$ cat src/hdl/bgd_pkg.sv
// ----------------------------------------------------------------------------
// bgd_pkg
// shared constants for the battery grade debouncer
// ----------------------------------------------------------------------------
`default_nettype none

package bgd_pkg;

  // configuration register indexes
  localparam int unsigned CFG_IDX_BITS = 3;
  localparam logic [CFG_IDX_BITS-1:0] REG_THR_CRITICAL  = 3'd0;
  localparam logic [CFG_IDX_BITS-1:0] REG_THR_GRADE1    = 3'd1;
  localparam logic [CFG_IDX_BITS-1:0] REG_THR_GRADE2    = 3'd2;
  localparam logic [CFG_IDX_BITS-1:0] REG_THR_GRADE3    = 3'd3;
  localparam logic [CFG_IDX_BITS-1:0] REG_THR_GRADE4    = 3'd4;
  localparam logic [CFG_IDX_BITS-1:0] REG_CONFIRM_COUNT = 3'd5;

  // register widths
  localparam int unsigned THR_BITS     = 12;
  localparam int unsigned CONFIRM_BITS = 8;
  localparam int unsigned CFG_DATA_BITS = 12;

  // register reset values
  localparam logic [THR_BITS-1:0]     THR_CRITICAL_RST  = 12'd2867;
  localparam logic [THR_BITS-1:0]     THR_GRADE1_RST    = 12'd2932;
  localparam logic [THR_BITS-1:0]     THR_GRADE2_RST    = 12'd2991;
  localparam logic [THR_BITS-1:0]     THR_GRADE3_RST    = 12'd3058;
  localparam logic [THR_BITS-1:0]     THR_GRADE4_RST    = 12'd3241;
  localparam logic [CONFIRM_BITS-1:0] CONFIRM_COUNT_RST = 8'd10;

  // request types
  localparam logic [1:0] REQ_SAMPLE  = 2'd0;
  localparam logic [1:0] REQ_REGRADE = 2'd1;
  localparam logic [1:0] REQ_INIT    = 2'd2;

  // charge status, also used for the charger phase
  localparam logic [1:0] STAT_NORMAL   = 2'd0;
  localparam logic [1:0] STAT_CHARGING = 2'd1;
  localparam logic [1:0] STAT_FULL     = 2'd2;

  // charge icon
  localparam logic [1:0] ICON_NONE     = 2'd0;
  localparam logic [1:0] ICON_CHARGING = 2'd1;
  localparam logic [1:0] ICON_FULL     = 2'd2;

  // bands: critical, then grades 0..4
  localparam int unsigned NUM_BANDS = 6;
  localparam int unsigned BAND_BITS = 3;
  localparam int unsigned GRADE_BITS = 3;
  localparam logic [GRADE_BITS-1:0] GRADE_RST = 3'd1;

endpackage

`default_nettype wire

$ cat src/hdl/battery_grade_debouncer.sv
// ----------------------------------------------------------------------------
// battery_grade_debouncer
// debounces battery adc samples into a committed grade and tracks charger pins
// ----------------------------------------------------------------------------
// result: registered in the output register, or in the skid entry when the output is stalled
// throughput: one item per cycle while in_stall is low; a two-entry output buffer keeps
//   accepting while one result waits to be taken, and in_stall rises once both entries are full
// reset: thresholds and confirm count to defaults, run counters cleared,
//   grade one, charger state normal, output buffer empty
`default_nettype none

module battery_grade_debouncer #(
  parameter int unsigned SAMPLE_BITS = 12,
  parameter int unsigned RUN_BITS    = 8
) (
  input  wire logic                                 clk,
  input  wire logic                                 rst,
  // configuration
  input  wire logic                                 cfg_valid,
  output logic                                      cfg_ready,
  input  wire logic [bgd_pkg::CFG_IDX_BITS-1:0]     cfg_index,
  input  wire logic [bgd_pkg::CFG_DATA_BITS-1:0]    cfg_data,
  // input items
  input  wire logic                                 in_valid,
  output logic                                      in_stall,
  input  wire logic [1:0]                           req_type,
  input  wire logic [SAMPLE_BITS-1:0]               sample,
  input  wire logic                                 busy_pin,
  input  wire logic                                 full_pin,
  input  wire logic                                 signed_on,
  input  wire logic                                 shutdown_pending,
  // result items
  output logic                                      out_valid,
  input  wire logic                                 out_stall,
  output logic [bgd_pkg::GRADE_BITS-1:0]            grade,
  output logic [1:0]                                charge_status,
  output logic [1:0]                                charge_icon,
  output logic                                      low_batt,
  output logic                                      regrade_request,
  output logic                                      shutdown_request,
  output logic                                      sensor_restart,
  output logic                                      sensor_stop
);

  localparam int unsigned CW = (SAMPLE_BITS > bgd_pkg::THR_BITS) ?
                               SAMPLE_BITS : bgd_pkg::THR_BITS;
  localparam int unsigned LW = (RUN_BITS > bgd_pkg::CONFIRM_BITS) ?
                               RUN_BITS : bgd_pkg::CONFIRM_BITS;
  localparam logic [RUN_BITS-1:0] RUN_MAX = {RUN_BITS{1'b1}};

  typedef struct packed {
    logic [bgd_pkg::GRADE_BITS-1:0] grade;
    logic [1:0]                     status;
    logic [1:0]                     icon;
    logic                           low;
    logic                           regrade;
    logic                           shut;
    logic                           restart;
    logic                           stop;
  } result_t;

  // configuration registers
  logic [bgd_pkg::THR_BITS-1:0]     thr_critical;
  logic [bgd_pkg::THR_BITS-1:0]     thr_grade1;
  logic [bgd_pkg::THR_BITS-1:0]     thr_grade2;
  logic [bgd_pkg::THR_BITS-1:0]     thr_grade3;
  logic [bgd_pkg::THR_BITS-1:0]     thr_grade4;
  logic [bgd_pkg::CONFIRM_BITS-1:0] confirm_count;

  // block state
  logic [RUN_BITS-1:0]            band_runs [bgd_pkg::NUM_BANDS];
  logic [bgd_pkg::GRADE_BITS-1:0] cur_grade;
  logic [1:0]                     chg_phase;
  logic [1:0]                     status_reg;
  logic                           plugged_while_off;
  logic                           low_flag;

  // output buffer
  result_t out_reg;
  result_t skid_reg;
  logic    skid_valid;

  // next values
  logic [RUN_BITS-1:0]            band_runs_next [bgd_pkg::NUM_BANDS];
  logic [bgd_pkg::GRADE_BITS-1:0] cur_grade_next;
  logic [1:0]                     chg_phase_next;
  logic [1:0]                     status_reg_next;
  logic                           plugged_while_off_next;
  logic                           low_flag_next;
  result_t                        res;

  logic [RUN_BITS-1:0]            run_limit;
  logic [LW-1:0]                  confirm_ext;
  logic [CW-1:0]                  s_ext;
  logic [bgd_pkg::GRADE_BITS-1:0] grade_of;
  logic [bgd_pkg::BAND_BITS-1:0]  band;
  logic                           in_accept;
  logic                           out_take;

  assign cfg_ready = 1'b1;
  assign in_stall  = skid_valid;
  assign in_accept = in_valid & ~skid_valid;
  assign out_take  = out_valid & ~out_stall;

  // clamp of the confirm count to 1..RUN_MAX
  always_comb begin
    confirm_ext = LW'(confirm_count);
    if (confirm_count == '0) begin
      run_limit = RUN_BITS'(1);
    end else if (confirm_ext > LW'(RUN_MAX)) begin
      run_limit = RUN_MAX;
    end else begin
      run_limit = confirm_ext[RUN_BITS-1:0];
    end
  end

  // band selection
  always_comb begin
    s_ext = CW'(sample);
    if (s_ext < CW'(thr_grade1)) begin
      grade_of = 3'd0;
    end else if (s_ext < CW'(thr_grade2)) begin
      grade_of = 3'd1;
    end else if (s_ext < CW'(thr_grade3)) begin
      grade_of = 3'd2;
    end else if (s_ext < CW'(thr_grade4)) begin
      grade_of = 3'd3;
    end else begin
      grade_of = 3'd4;
    end
    if (s_ext < CW'(thr_critical)) begin
      band = '0;
    end else begin
      band = grade_of + 3'd1;
    end
  end

  // item update
  always_comb begin
    for (int i = 0; i < bgd_pkg::NUM_BANDS; i++) begin
      band_runs_next[i] = band_runs[i];
    end
    cur_grade_next         = cur_grade;
    chg_phase_next         = chg_phase;
    status_reg_next        = status_reg;
    plugged_while_off_next = plugged_while_off;
    low_flag_next          = low_flag;
    res                    = '0;

    case (req_type) inside
      bgd_pkg::REQ_REGRADE, bgd_pkg::REQ_INIT: begin
        band_runs_next[0] = '0;
        low_flag_next     = 1'b0;
        if (req_type == bgd_pkg::REQ_INIT && grade_of == '0) begin
          cur_grade_next = 3'd1;
        end else begin
          cur_grade_next = grade_of;
        end
      end
      bgd_pkg::REQ_SAMPLE: begin
        for (int i = 0; i < bgd_pkg::NUM_BANDS; i++) begin
          if (band == bgd_pkg::BAND_BITS'(i)) begin
            band_runs_next[i] = (band_runs[i] == RUN_MAX) ? band_runs[i] :
                                band_runs[i] + RUN_BITS'(1);
          end else begin
            band_runs_next[i] = '0;
          end
        end
        if (band == '0) begin
          band_runs_next[1] = run_limit;
        end
        for (int i = 0; i < bgd_pkg::NUM_BANDS; i++) begin
          if (band_runs_next[i] >= run_limit) begin
            band_runs_next[i] = run_limit;
            cur_grade_next = (i == 0) ? '0 : bgd_pkg::GRADE_BITS'(i - 1);
          end
        end

        if (!busy_pin && !full_pin) begin
          if (!plugged_while_off && !signed_on) begin
            res.restart            = 1'b1;
            plugged_while_off_next = 1'b1;
          end
          if (chg_phase != bgd_pkg::STAT_FULL) begin
            status_reg_next = bgd_pkg::STAT_CHARGING;
            chg_phase_next  = bgd_pkg::STAT_CHARGING;
            res.icon        = bgd_pkg::ICON_CHARGING;
          end else begin
            res.icon = bgd_pkg::ICON_FULL;
          end
        end else if (!busy_pin) begin
          chg_phase_next = bgd_pkg::STAT_FULL;
          if (!plugged_while_off && !signed_on) begin
            res.restart            = 1'b1;
            plugged_while_off_next = 1'b1;
          end
          res.icon        = bgd_pkg::ICON_FULL;
          status_reg_next = bgd_pkg::STAT_FULL;
        end else begin
          chg_phase_next  = bgd_pkg::STAT_NORMAL;
          status_reg_next = bgd_pkg::STAT_NORMAL;
          res.stop        = plugged_while_off & ~signed_on;
          plugged_while_off_next = 1'b0;
        end

        if (!low_flag && cur_grade_next == '0 && band_runs_next[0] >= run_limit) begin
          low_flag_next = 1'b1;
        end
        res.regrade = low_flag_next && status_reg_next != bgd_pkg::STAT_NORMAL;
        res.shut    = low_flag_next && status_reg_next == bgd_pkg::STAT_NORMAL &&
                      signed_on && !shutdown_pending;
      end
      default: begin
      end
    endcase

    res.grade  = cur_grade_next;
    res.status = status_reg_next;
    res.low    = low_flag_next;
  end

  // configuration writes
  always_ff @(posedge clk) begin
    if (rst) begin
      thr_critical  <= bgd_pkg::THR_CRITICAL_RST;
      thr_grade1    <= bgd_pkg::THR_GRADE1_RST;
      thr_grade2    <= bgd_pkg::THR_GRADE2_RST;
      thr_grade3    <= bgd_pkg::THR_GRADE3_RST;
      thr_grade4    <= bgd_pkg::THR_GRADE4_RST;
      confirm_count <= bgd_pkg::CONFIRM_COUNT_RST;
    end else if (cfg_valid && cfg_ready) begin
      unique case (cfg_index)
        bgd_pkg::REG_THR_CRITICAL:  thr_critical  <= cfg_data[bgd_pkg::THR_BITS-1:0];
        bgd_pkg::REG_THR_GRADE1:    thr_grade1    <= cfg_data[bgd_pkg::THR_BITS-1:0];
        bgd_pkg::REG_THR_GRADE2:    thr_grade2    <= cfg_data[bgd_pkg::THR_BITS-1:0];
        bgd_pkg::REG_THR_GRADE3:    thr_grade3    <= cfg_data[bgd_pkg::THR_BITS-1:0];
        bgd_pkg::REG_THR_GRADE4:    thr_grade4    <= cfg_data[bgd_pkg::THR_BITS-1:0];
        bgd_pkg::REG_CONFIRM_COUNT: confirm_count <= cfg_data[bgd_pkg::CONFIRM_BITS-1:0];
        default: begin
        end
      endcase
    end
  end

  // block state
  always_ff @(posedge clk) begin
    if (rst) begin
      for (int i = 0; i < bgd_pkg::NUM_BANDS; i++) begin
        band_runs[i] <= '0;
      end
      cur_grade         <= bgd_pkg::GRADE_RST;
      chg_phase         <= bgd_pkg::STAT_NORMAL;
      status_reg        <= bgd_pkg::STAT_NORMAL;
      plugged_while_off <= 1'b0;
      low_flag          <= 1'b0;
    end else if (in_accept) begin
      for (int i = 0; i < bgd_pkg::NUM_BANDS; i++) begin
        band_runs[i] <= band_runs_next[i];
      end
      cur_grade         <= cur_grade_next;
      chg_phase         <= chg_phase_next;
      status_reg        <= status_reg_next;
      plugged_while_off <= plugged_while_off_next;
      low_flag          <= low_flag_next;
    end
  end

  // output register and skid entry
  always_ff @(posedge clk) begin
    if (rst) begin
      out_valid  <= 1'b0;
      skid_valid <= 1'b0;
    end else begin
      if (skid_valid) begin
        if (out_take) begin
          out_reg    <= skid_reg;
          skid_valid <= 1'b0;
        end
      end else if (in_accept) begin
        if (!out_valid || out_take) begin
          out_reg   <= res;
          out_valid <= 1'b1;
        end else begin
          skid_reg   <= res;
          skid_valid <= 1'b1;
        end
      end else if (out_take) begin
        out_valid <= 1'b0;
      end
    end
  end

  assign grade            = out_reg.grade;
  assign charge_status    = out_reg.status;
  assign charge_icon      = out_reg.icon;
  assign low_batt         = out_reg.low;
  assign regrade_request  = out_reg.regrade;
  assign shutdown_request = out_reg.shut;
  assign sensor_restart   = out_reg.restart;
  assign sensor_stop      = out_reg.stop;

endmodule

`default_nettype wire
$ cat config.mk
export PLATFORM = sky130hd
export DESIGN_NAME = battery_grade_debouncer
export DESIGN_NICKNAME = d
export VERILOG_FILES = /design/src/hdl/bgd_pkg.sv /design/src/hdl/battery_grade_debouncer.sv
export SDC_FILE = /design/constraint.sdc
export NUM_CORES = 1
export LEC_CHECK = 0
export BUFFER_PORTS_ARGS = -buffer_cell sky130_fd_sc_hd__buf_4
export CAP_MARGIN = 30
export CORE_AREA = 10 10 141 208
export DETAILED_ROUTE_END_ITERATION = 6
export DIE_AREA = 0 0 151 218
export GPL_ROUTABILITY_DRIVEN = 1
export MAX_ROUTING_LAYER = met4
export PLACE_DENSITY_LB_ADDON = 0.1
export SYNTH_ARGS = -nofsm -noshare
export SYNTH_HDL_FRONTEND = slang
export SYNTH_SLANG_ARGS = --single-unit
$ cat constraint.sdc
create_clock -name clk -period 9.67 [get_ports clk]
set_input_delay 1.934 -clock clk [delete_from_list [all_inputs] [get_ports clk]]
set_output_delay 1.934 -clock clk [all_outputs]
set_load 0.02 [all_outputs]
==> summary.md, run 1 <==
| Metric | Value |
|---|---|
| Status | `finished, final reports clean` |
| Top FF cell, synth | `dfxtp_1` |
| Crit-path slowest cell | `a21boi_2` |
| Initial antenna violation count | `0` |
| Crit path depth | `25` |
| R2R depth | `25` |
| Crit. End Element | `register` |
| Reg2reg end | `shutdown_request$_DFFE_PP_` |
| Layout Nets | `1354` |
| Critical Path RT | `9.84 ns` |
| Skew final | `0.0107 ns` |
| Ys async rst share | `0%` |
| NetSw | `0.490 mW` |
| Post-CTS setup buffers | `0` |
| Post-synthesis cell area | `10100 sq um` |
| Commonest non-fill, non-tap cell in the layout | `nand2_1` |
| Max-cap check violation count | `0` |
| Net Count, Synth | `1320` |
| Clock-pin slew on the worst setup and hold paths | `0.06 ns` |
| Max FFs per register | `48` |
| Normalized max-slew margin | `40.1%` |
| Die Wd | `151 um` |
| Int Pwr | `1.24 mW` |
| Global-route wire length before repair | `47900 um` |
| Setup TNS | `0 ns` |
| WL/cell | `19.8 um` |
| Critical Path Fanout Max | `20` |
| RSZ-0062 raised after global routing | `no` |
| Gate Count Post-Synth | `1160` |
| Maximum root-to-sink buffer count | `2` |
| GRT overflow | `0` |
| Worst-Margin Slew | `0.894 ns` |
| Final WL | `30500 um` |
| Fmax | `0.122 GHz` |
| Cts repair resizes | `0` |
| Die Footprint | `32900 sq um` |
| Commonest non-fill, non-tap cells in the layout | `158 x nand2_1, 122 x ha_1, 94 x nor2_1` |
| Min-delay worst type | `register to register` |
| Crit path buf inv count | `2` |
| Area Growth Syn to Fin | `13.3%` |
| Num CTS Buffers | `17` |
| # fillers | `2606` |
| H-Tree Level Count | `4` |
| Crit-path max cell delay | `0.58 ns` |
| DRC | `0` |
| Flop pwr share | `41.5%` |
| Vias in the first global route | `8806` |
| Worst-Skew Late Latency | `0.45 ns` |
| Share of layout cells above drive strength 1 | `8.78%` |
| Routability Congestion | `0.883` |
| Pin count of the biggest net entering global routing | `59` |
| Peak supply drop | `131 uV` |
| Comb power frac | `16.4%` |
| Syn Area/Cell | `8.73 sq um` |
| Hold buffer count at CTS | `0` |
| Cell variety after synth | `68` |
| Warnings from Yosys | `0` |
| Final Core Density | `44.8%` |
| Capture point of the critical path | `shutdown_request$_DFFE_PP_` |
| Worst setup path start | `sample[9]` |
| IO buf count | `51` |
| R2R setup slack | `2.70 ns` |
| Final period demand of the worst path | `8.22 ns` |
| Crit Reg-Reg Startpoint | `thr_grade3[9]$_SDFFE_PP1P_` |
| Vias post-DR | `8634` |
| Row count | `72` |
| DR vias/cell | `5.61` |
| Die H | `218 um` |
| Clock net sink count | `151` |
| Area leader, netlist | `edfxtp_1` |
| Worst Path Arrival | `8.40 ns` |
| Pre-Repair DR Iteration Count | `5` |
| Clock Power Share | `42.1%` |
| Initial Utilization | `39.6%` |
| Register area share after synthesis | `37.0%` |
| Post-DP HPWL | `23600 um` |
| CTS tree | `yes` |
| Top-area cell type share of the netlist area | `21.3%` |
| Slew Limit Fails | `0` |
| Critical path class | `primary input to register` |
| Pleak | `4.80 nW` |
| Root Driver | `clkbuf_16` |
| Final setup viols | `0` |
| EDFF count, synth | `72` |
| Pwr dens | `151 nW/um^2` |
| Top Ports | `53` |
| Ranking of synthesized cells by area | `edfxtp_1 21%, dfxtp_1 16%, ha_1 15%` |
| Diode count | `0` |
| Critical path's top delay family | `compound AO/OA/AOI/OAI gates` |
| Core area | `25600 sq um` |
| Reg with most FFs | `band_runs` |
| DRT iter0 DRCs | `407` |
| Sw Share | `28.4%` |
| Final Cycle Share | `85.1%` |
| Final Hold Fails | `0` |
| Post-route ant nets | `0` |
| Global-route usage over all layers | `19.5%` |
| FF+latch count, synth | `151` |
| CP startpoint kind | `primary input` |
## per-stage QoR
stage	instances	total power, mW	hold WS [ns]	worst slack, ns	cell area (sq um)
after floorplan	1160	0.915	0.432	1.75	10100
after global placement	1506	1.01	0.441	1.12	10800
after detailed placement	1508	1.01	0.448	1.01	10800
after CTS	1540	1.75	0.456	1.50	11500
after global routing	1540	1.81	0.472	0.827	11500
final	1540	1.73	0.454	1.45	11500
## power groups by stage
stage | Clock [mW] | Sequential [mW] | Combinational, mW
global placement | 0 | 0.730 | 0.280
CTS | 0.746 | 0.717 | 0.285
detailed placement | 0 | 0.731 | 0.284
global route | 0.768 | 0.720 | 0.319
finish | 0.728 | 0.717 | 0.284
floorplan | 0 | 0.729 | 0.186
## cell type report
| class | instances | area (sq um) | share of cell area, % |
|---|---|---|---|
| clock buffer | 22 | 518 | 4.51 |
| timing repair buffer | 59 | 459 | 4.00 |
| sequential | 151 | 3740 | 32.6 |
| inverter | 84 | 315 | 2.75 |
| multi-input combinational | 881 | 5890 | 51.4 |
| clock inverter | 10 | 129 | 1.12 |
| tap | 333 | 417 | 3.63 |
## worst reg2reg max path: stages, from the launching register on
cell and delay (ns):
dfxtp_1 0.33, inv_1 0.06, ha_1 0.29, a21o_1 0.16
a211oi_1 0.26, o21ai_0 0.18, o31a_1 0.31, a211oi_1 0.44
inv_1 0.09, ha_1 0.36, nor3_1 0.10, a21boi_2 0.58
nor2_1 0.14, ha_1 0.33, a21o_1 0.16, a221o_1 0.37
a21o_1 0.35, o31a_1 0.37, ha_1 0.28, nand2b_1 0.13
a21o_1 0.17, a211oi_1 0.23, o21bai_1 0.11, a2111o_1 0.41
o2111ai_1 0.30, o21ai_0 0.18
## layer usage
layer / track usage [%] / up-vias / part of all wire [%] / routed length, um
li1: - / 4318 / - / -
met1: 19.5 / 4078 / 38 / 11700
met2: 35.7 / 180 / 55 / 16800
met3: 3.59 / 58 / 2.7 / 832
met4: 8.82 / 0 / 3.8 / 1150
met5: - / - / 0 / 0
## kinds of logic after synthesis
logic type / synth area share [%]
and+or+nand+nor: 20.3
AOI/OAI and AO/OA: 19.6
DFF: 37.0
buffers and inverters: 4.92
adders and majority gates: 15.1
xor gates and xnor gates: 1.47
muxes: 1.73
other: 0.0370
## cell usage after synthesis (7+ instances only)
cell type and number:
nor3_1 18, dfxtp_1 79, and3_1 21, nor2b_1 12
nand3_1 44, clkbuf_1 36, nand2_1 158, ha_1 122
o21ai_0 55, or3_1 12, a31oi_1 7, nand2b_1 13
edfxtp_1 72, a21o_1 15, o22ai_1 29, inv_1 83
nor2_1 94, o32ai_1 24, a211oi_1 16, nand4_1 20
o21a_1 7, o31ai_1 12, xor2_1 13, nand3b_1 21
mux2i_1 13, a211o_1 25, a21oi_1 62
## worst min-delay path by stage
stage                            startpoint                            to  slack (ns)  cells after the start
2_1_floorplan    thr_grade1[0]$_SDFFE_PP0P_    thr_grade1[0]$_SDFFE_PP0P_        0.43                      2
5_1_grt          thr_grade3[2]$_SDFFE_PP0P_    thr_grade3[2]$_SDFFE_PP0P_        0.47                      2
4_1_cts        thr_critical[3]$_SDFFE_PP0P_  thr_critical[3]$_SDFFE_PP0P_        0.46                      2
3_3_place_gp     thr_grade1[0]$_SDFFE_PP0P_    thr_grade1[0]$_SDFFE_PP0P_        0.44                      2
6_report       thr_critical[3]$_SDFFE_PP0P_  thr_critical[3]$_SDFFE_PP0P_        0.45                      2
3_5_place_dp     thr_grade4[4]$_SDFFE_PP0P_    thr_grade4[4]$_SDFFE_PP0P_        0.45                      2
(Power assumes the default switching activity.)
==> run 2, diff against run 1 <==
Settings changed: ABC_AREA set to 1, CORE_AREA 10 10 141 208 to 10 10 143 210, DIE_AREA 0 0 151 218 to 0 0 153 220.
==> run 2 against run 1 <==
  * Via count grew 3.2%
  * Core utilization shrank 0.73 points
  * Flip-flop and latch count is the same
  * Non-clock buffer count grew 4
  * First-iteration DRC count grew 19%
  * Register-to-register slack gained 1.5 ns
==> summary.md, run 2 <==
| Metric | Value |
|---|---|
| Cts repair resizes | `0 (unchanged)` |
| Top cells by count, synth | `252 x nand2_1, 235 x inv_1, 140 x a21oi_1` |
| Peak supply drop | `117 uV (-10%)` |
| Max FFs per register | `48 (unchanged)` |
| Layout Nets | `1576 (+16%)` |
| Pin count of the biggest net entering global routing | `57 (-3.4%)` |
| Post-route ant nets | `0 (unchanged)` |
| Root Driver | `clkbuf_16` |
| Fmax | `0.148 GHz (+21%)` |
| Ys async rst share | `0% (unchanged)` |
| Design Area, Final | `11600 sq um (+1.1%)` |
| Normalized max-slew margin | `42.1% (+2.0 points)` |
| Global-route wire length before repair | `46300 um (-3.3%)` |
| Gate Count Post-Synth | `1367 (+18%)` |
| CTS tree | `yes` |
| Most frequent cell after synthesis | `nand2_1` |
| Max-cap check violation count | `0 (unchanged)` |
| Initial Utilization | `39.2% (-0.35 points)` |
| Final WL | `29100 um (-4.6%)` |
| Most used routing layer | `met2` |
| Register area share after synthesis | `36.3% (-0.69 points)` |
| Status | `finished, final reports clean` |
| Vias post-DR | `8906 (+3.2%)` |
| NetSw | `0.523 mW (+6.7%)` |
| Met3 usage | `2.83% (-0.76 points)` |
| Row count | `73 (+1.4%)` |
| Final period demand of the worst path | `6.78 ns (-1.45 ns)` |
| Final Hold Fails | `0 (unchanged)` |
| Crit-path slowest cell | `o21ai_4` |
| Pwr dens | `147 nW/um^2 (-2.4%)` |
| Clock net sink count | `151 (unchanged)` |
| Placed insts | `1734 (+15%)` |
| IO buf count | `51 (unchanged)` |
| Pleak | `5.70 nW (+19%)` |
| Final Non-Filler Cells | `1765 (+15%)` |
| Core area | `26300 sq um (+2.8%)` |
| Post-CTS setup buffers | `0 (unchanged)` |
| WL/cell | `16.5 um (-17%)` |
| Post-DP HPWL | `21900 um (-7.2%)` |
| Top FF cell, synth | `dfxtp_1` |
| Grt met1 use | `18.3% (-1.2 points)` |
| Met2 Use GR | `33.1% (-2.5 points)` |
| Num CTS Buffers | `17 (unchanged)` |
| Diode count | `0 (unchanged)` |
| Worst-Margin Slew | `0.865 ns (-0.0288 ns)` |
| Global-route usage over all layers | `17.9% (-1.6 points)` |
| Commonest non-fill, non-tap cell in the layout | `nand2_1` |
| Final Cycle Share | `70.1% (-15 points)` |
| Int Pwr | `1.18 mW (-4.4%)` |
| Min-delay worst type | `register to register` |
| Net Count, Synth | `1527 (+16%)` |
| Setup TNS | `0 ns (unchanged)` |
| Die Wd | `153 um (+1.3%)` |
| Crit Reg-Reg Startpoint | `thr_grade2[7]$_SDFFE_PP1P_` |
| CP dominant cell by count | `nand2_1` |
| Worst Path Arrival | `6.95 ns (-1.45 ns)` |
| Initial antenna violation count | `0 (unchanged)` |
| Dpl cell area | `11100 sq um (+2.2%)` |
| H-Tree Level Count | `4 (unchanged)` |
| Pre-Repair DR Iteration Count | `5 (unchanged)` |
| Reg with most FFs | `band_runs` |
| Slew Limit Fails | `0 (unchanged)` |
| Clock-pin slew on the worst setup and hold paths | `0.06 ns (about the same)` |
| Skew final | `0.00919 ns (-0.00146 ns)` |
| Top-area cell type share of the netlist area | `20.9% (-0.40 points)` |
| Syn Area/Cell | `7.55 sq um (-14%)` |
| Hold buffer count at CTS | `0 (unchanged)` |
| Flop pwr share | `42.5% (+1.0 points)` |
| Area Growth Syn to Fin | `12.4%` |
| Hold_sp | `thr_grade3[0]$_SDFFE_PP0P_` |
| Sw Share | `30.6% (+2.3 points)` |
| Critical Path RT | `9.84 ns (about the same)` |
| Die H | `220 um (+0.92%)` |
| Critical path class | `primary input to register` |
| Crit-path max cell delay | `0.58 ns (about the same)` |
| Crit. End Element | `register` |
| Worst setup path start | `sample[7]` |
| Commonest non-fill, non-tap cells in the layout | `252 x nand2_1, 234 x inv_1, 140 x a21oi_1` |
| Routability Congestion | `0.880 (-0.43%)` |
| Warnings from Yosys | `0 (unchanged)` |
| Share of layout cells above drive strength 1 | `7.84% (-0.94 points)` |
| GRT overflow | `0 (unchanged)` |
| Comb power frac | `21.1% (+4.7 points)` |
| Final setup viols | `0 (unchanged)` |
| Top Ports | `53 (unchanged)` |
| RSZ-0062 raised after global routing | `no` |
| Ranking of synthesized cells by area | `edfxtp_1 21%, dfxtp_1 15%, ha_1 15%` |
| Vias in the first global route | `8808 (+0.023%)` |
| EDFF count, synth | `72 (unchanged)` |
| Post-synthesis cell area | `10300 sq um (+1.9%)` |
| Maximum root-to-sink buffer count | `2 (unchanged)` |
| Die Footprint | `33700 sq um (+2.3%)` |
| Area leader, netlist | `edfxtp_1` |
| Worst hold margin | `0.458 ns (+0.00422 ns)` |
| DRT iter0 DRCs | `484 (+19%)` |
| Critical Path Fanout Max | `24 (+20%)` |
| CP startpoint kind | `primary input` |
| Worst-Skew Late Latency | `0.44 ns (about the same)` |
| FF+latch count, synth | `151 (unchanged)` |
| Clock Power Share | `36.4% (-5.7 points)` |
| Cell variety after synth | `44 (-35%)` |
| DRC | `0 (unchanged)` |
| DR vias/cell | `5.05 (-10%)` |
run 2: final timing paths:
path                                                    to  slack [ns]  cells past startpoint
worst max-delay path                    low_batt$_DFFE_PP_        2.89                     34
worst min-delay path            thr_grade3[0]$_SDFFE_PP0P_        0.46                      2
worst max register to register          low_batt$_DFFE_PP_        4.16                     34
worst min register to register  thr_grade3[0]$_SDFFE_PP0P_        0.46                      2
run 2: per-layer routing:
metal	vias up	wire length (um)
li1	4669	-
met5	-	0
met2	152	15600
met1	4032	11600
met3	53	808
met4	0	1040
run 2: final cells by class:
cell class | instances | area, sq um
fillers | 2749 | 14700
multi-input cells | 941 | 5520
flip-flops and latches | 151 | 3740
inverters | 242 | 908
clock buffers | 24 | 493
repair buffers | 63 | 474
well taps | 337 | 422
clock inverters | 7 | 42.5
run 2: per-stage QoR:
stage	worst slack (ns)	util [%]	total power [mW]
floorplan	3.71	-	0.988
global placement	2.42	42.0	1.10
detailed placement	2.43	42.1	1.10
CTS	2.90	44.1	1.73
global route	2.28	44.1	1.81
finish	2.89	44.1	1.71
run 2: cells by family after synthesis:
family,synth area share (%)
compound gates,16.2
buf+inv,10.2
other cells,0.0363
xor+xnor,1.95
simple gates,20.4
mux,0.109
fa+ha+maj,14.8
flops,36.3
run 2: power by group through the flow:
stage	Clock (mW)	Combinational [mW]	Sequential (mW)
6_report	0.622	0.360	0.726
5_1_grt	0.664	0.418	0.729
4_1_cts	0.638	0.364	0.725
3_5_place_dp	0	0.362	0.739
3_3_place_gp	0	0.359	0.739
2_1_floorplan	0	0.251	0.737
run 2: worst max-delay path, delay by kind of cell:
kind	cells	cell delay [ns]
AOI/OAI and AO/OA	7	1.26
and+or+nand+nor	18	1.84
adders and majority gates	4	1.27
buffers and inverters	5	0.63
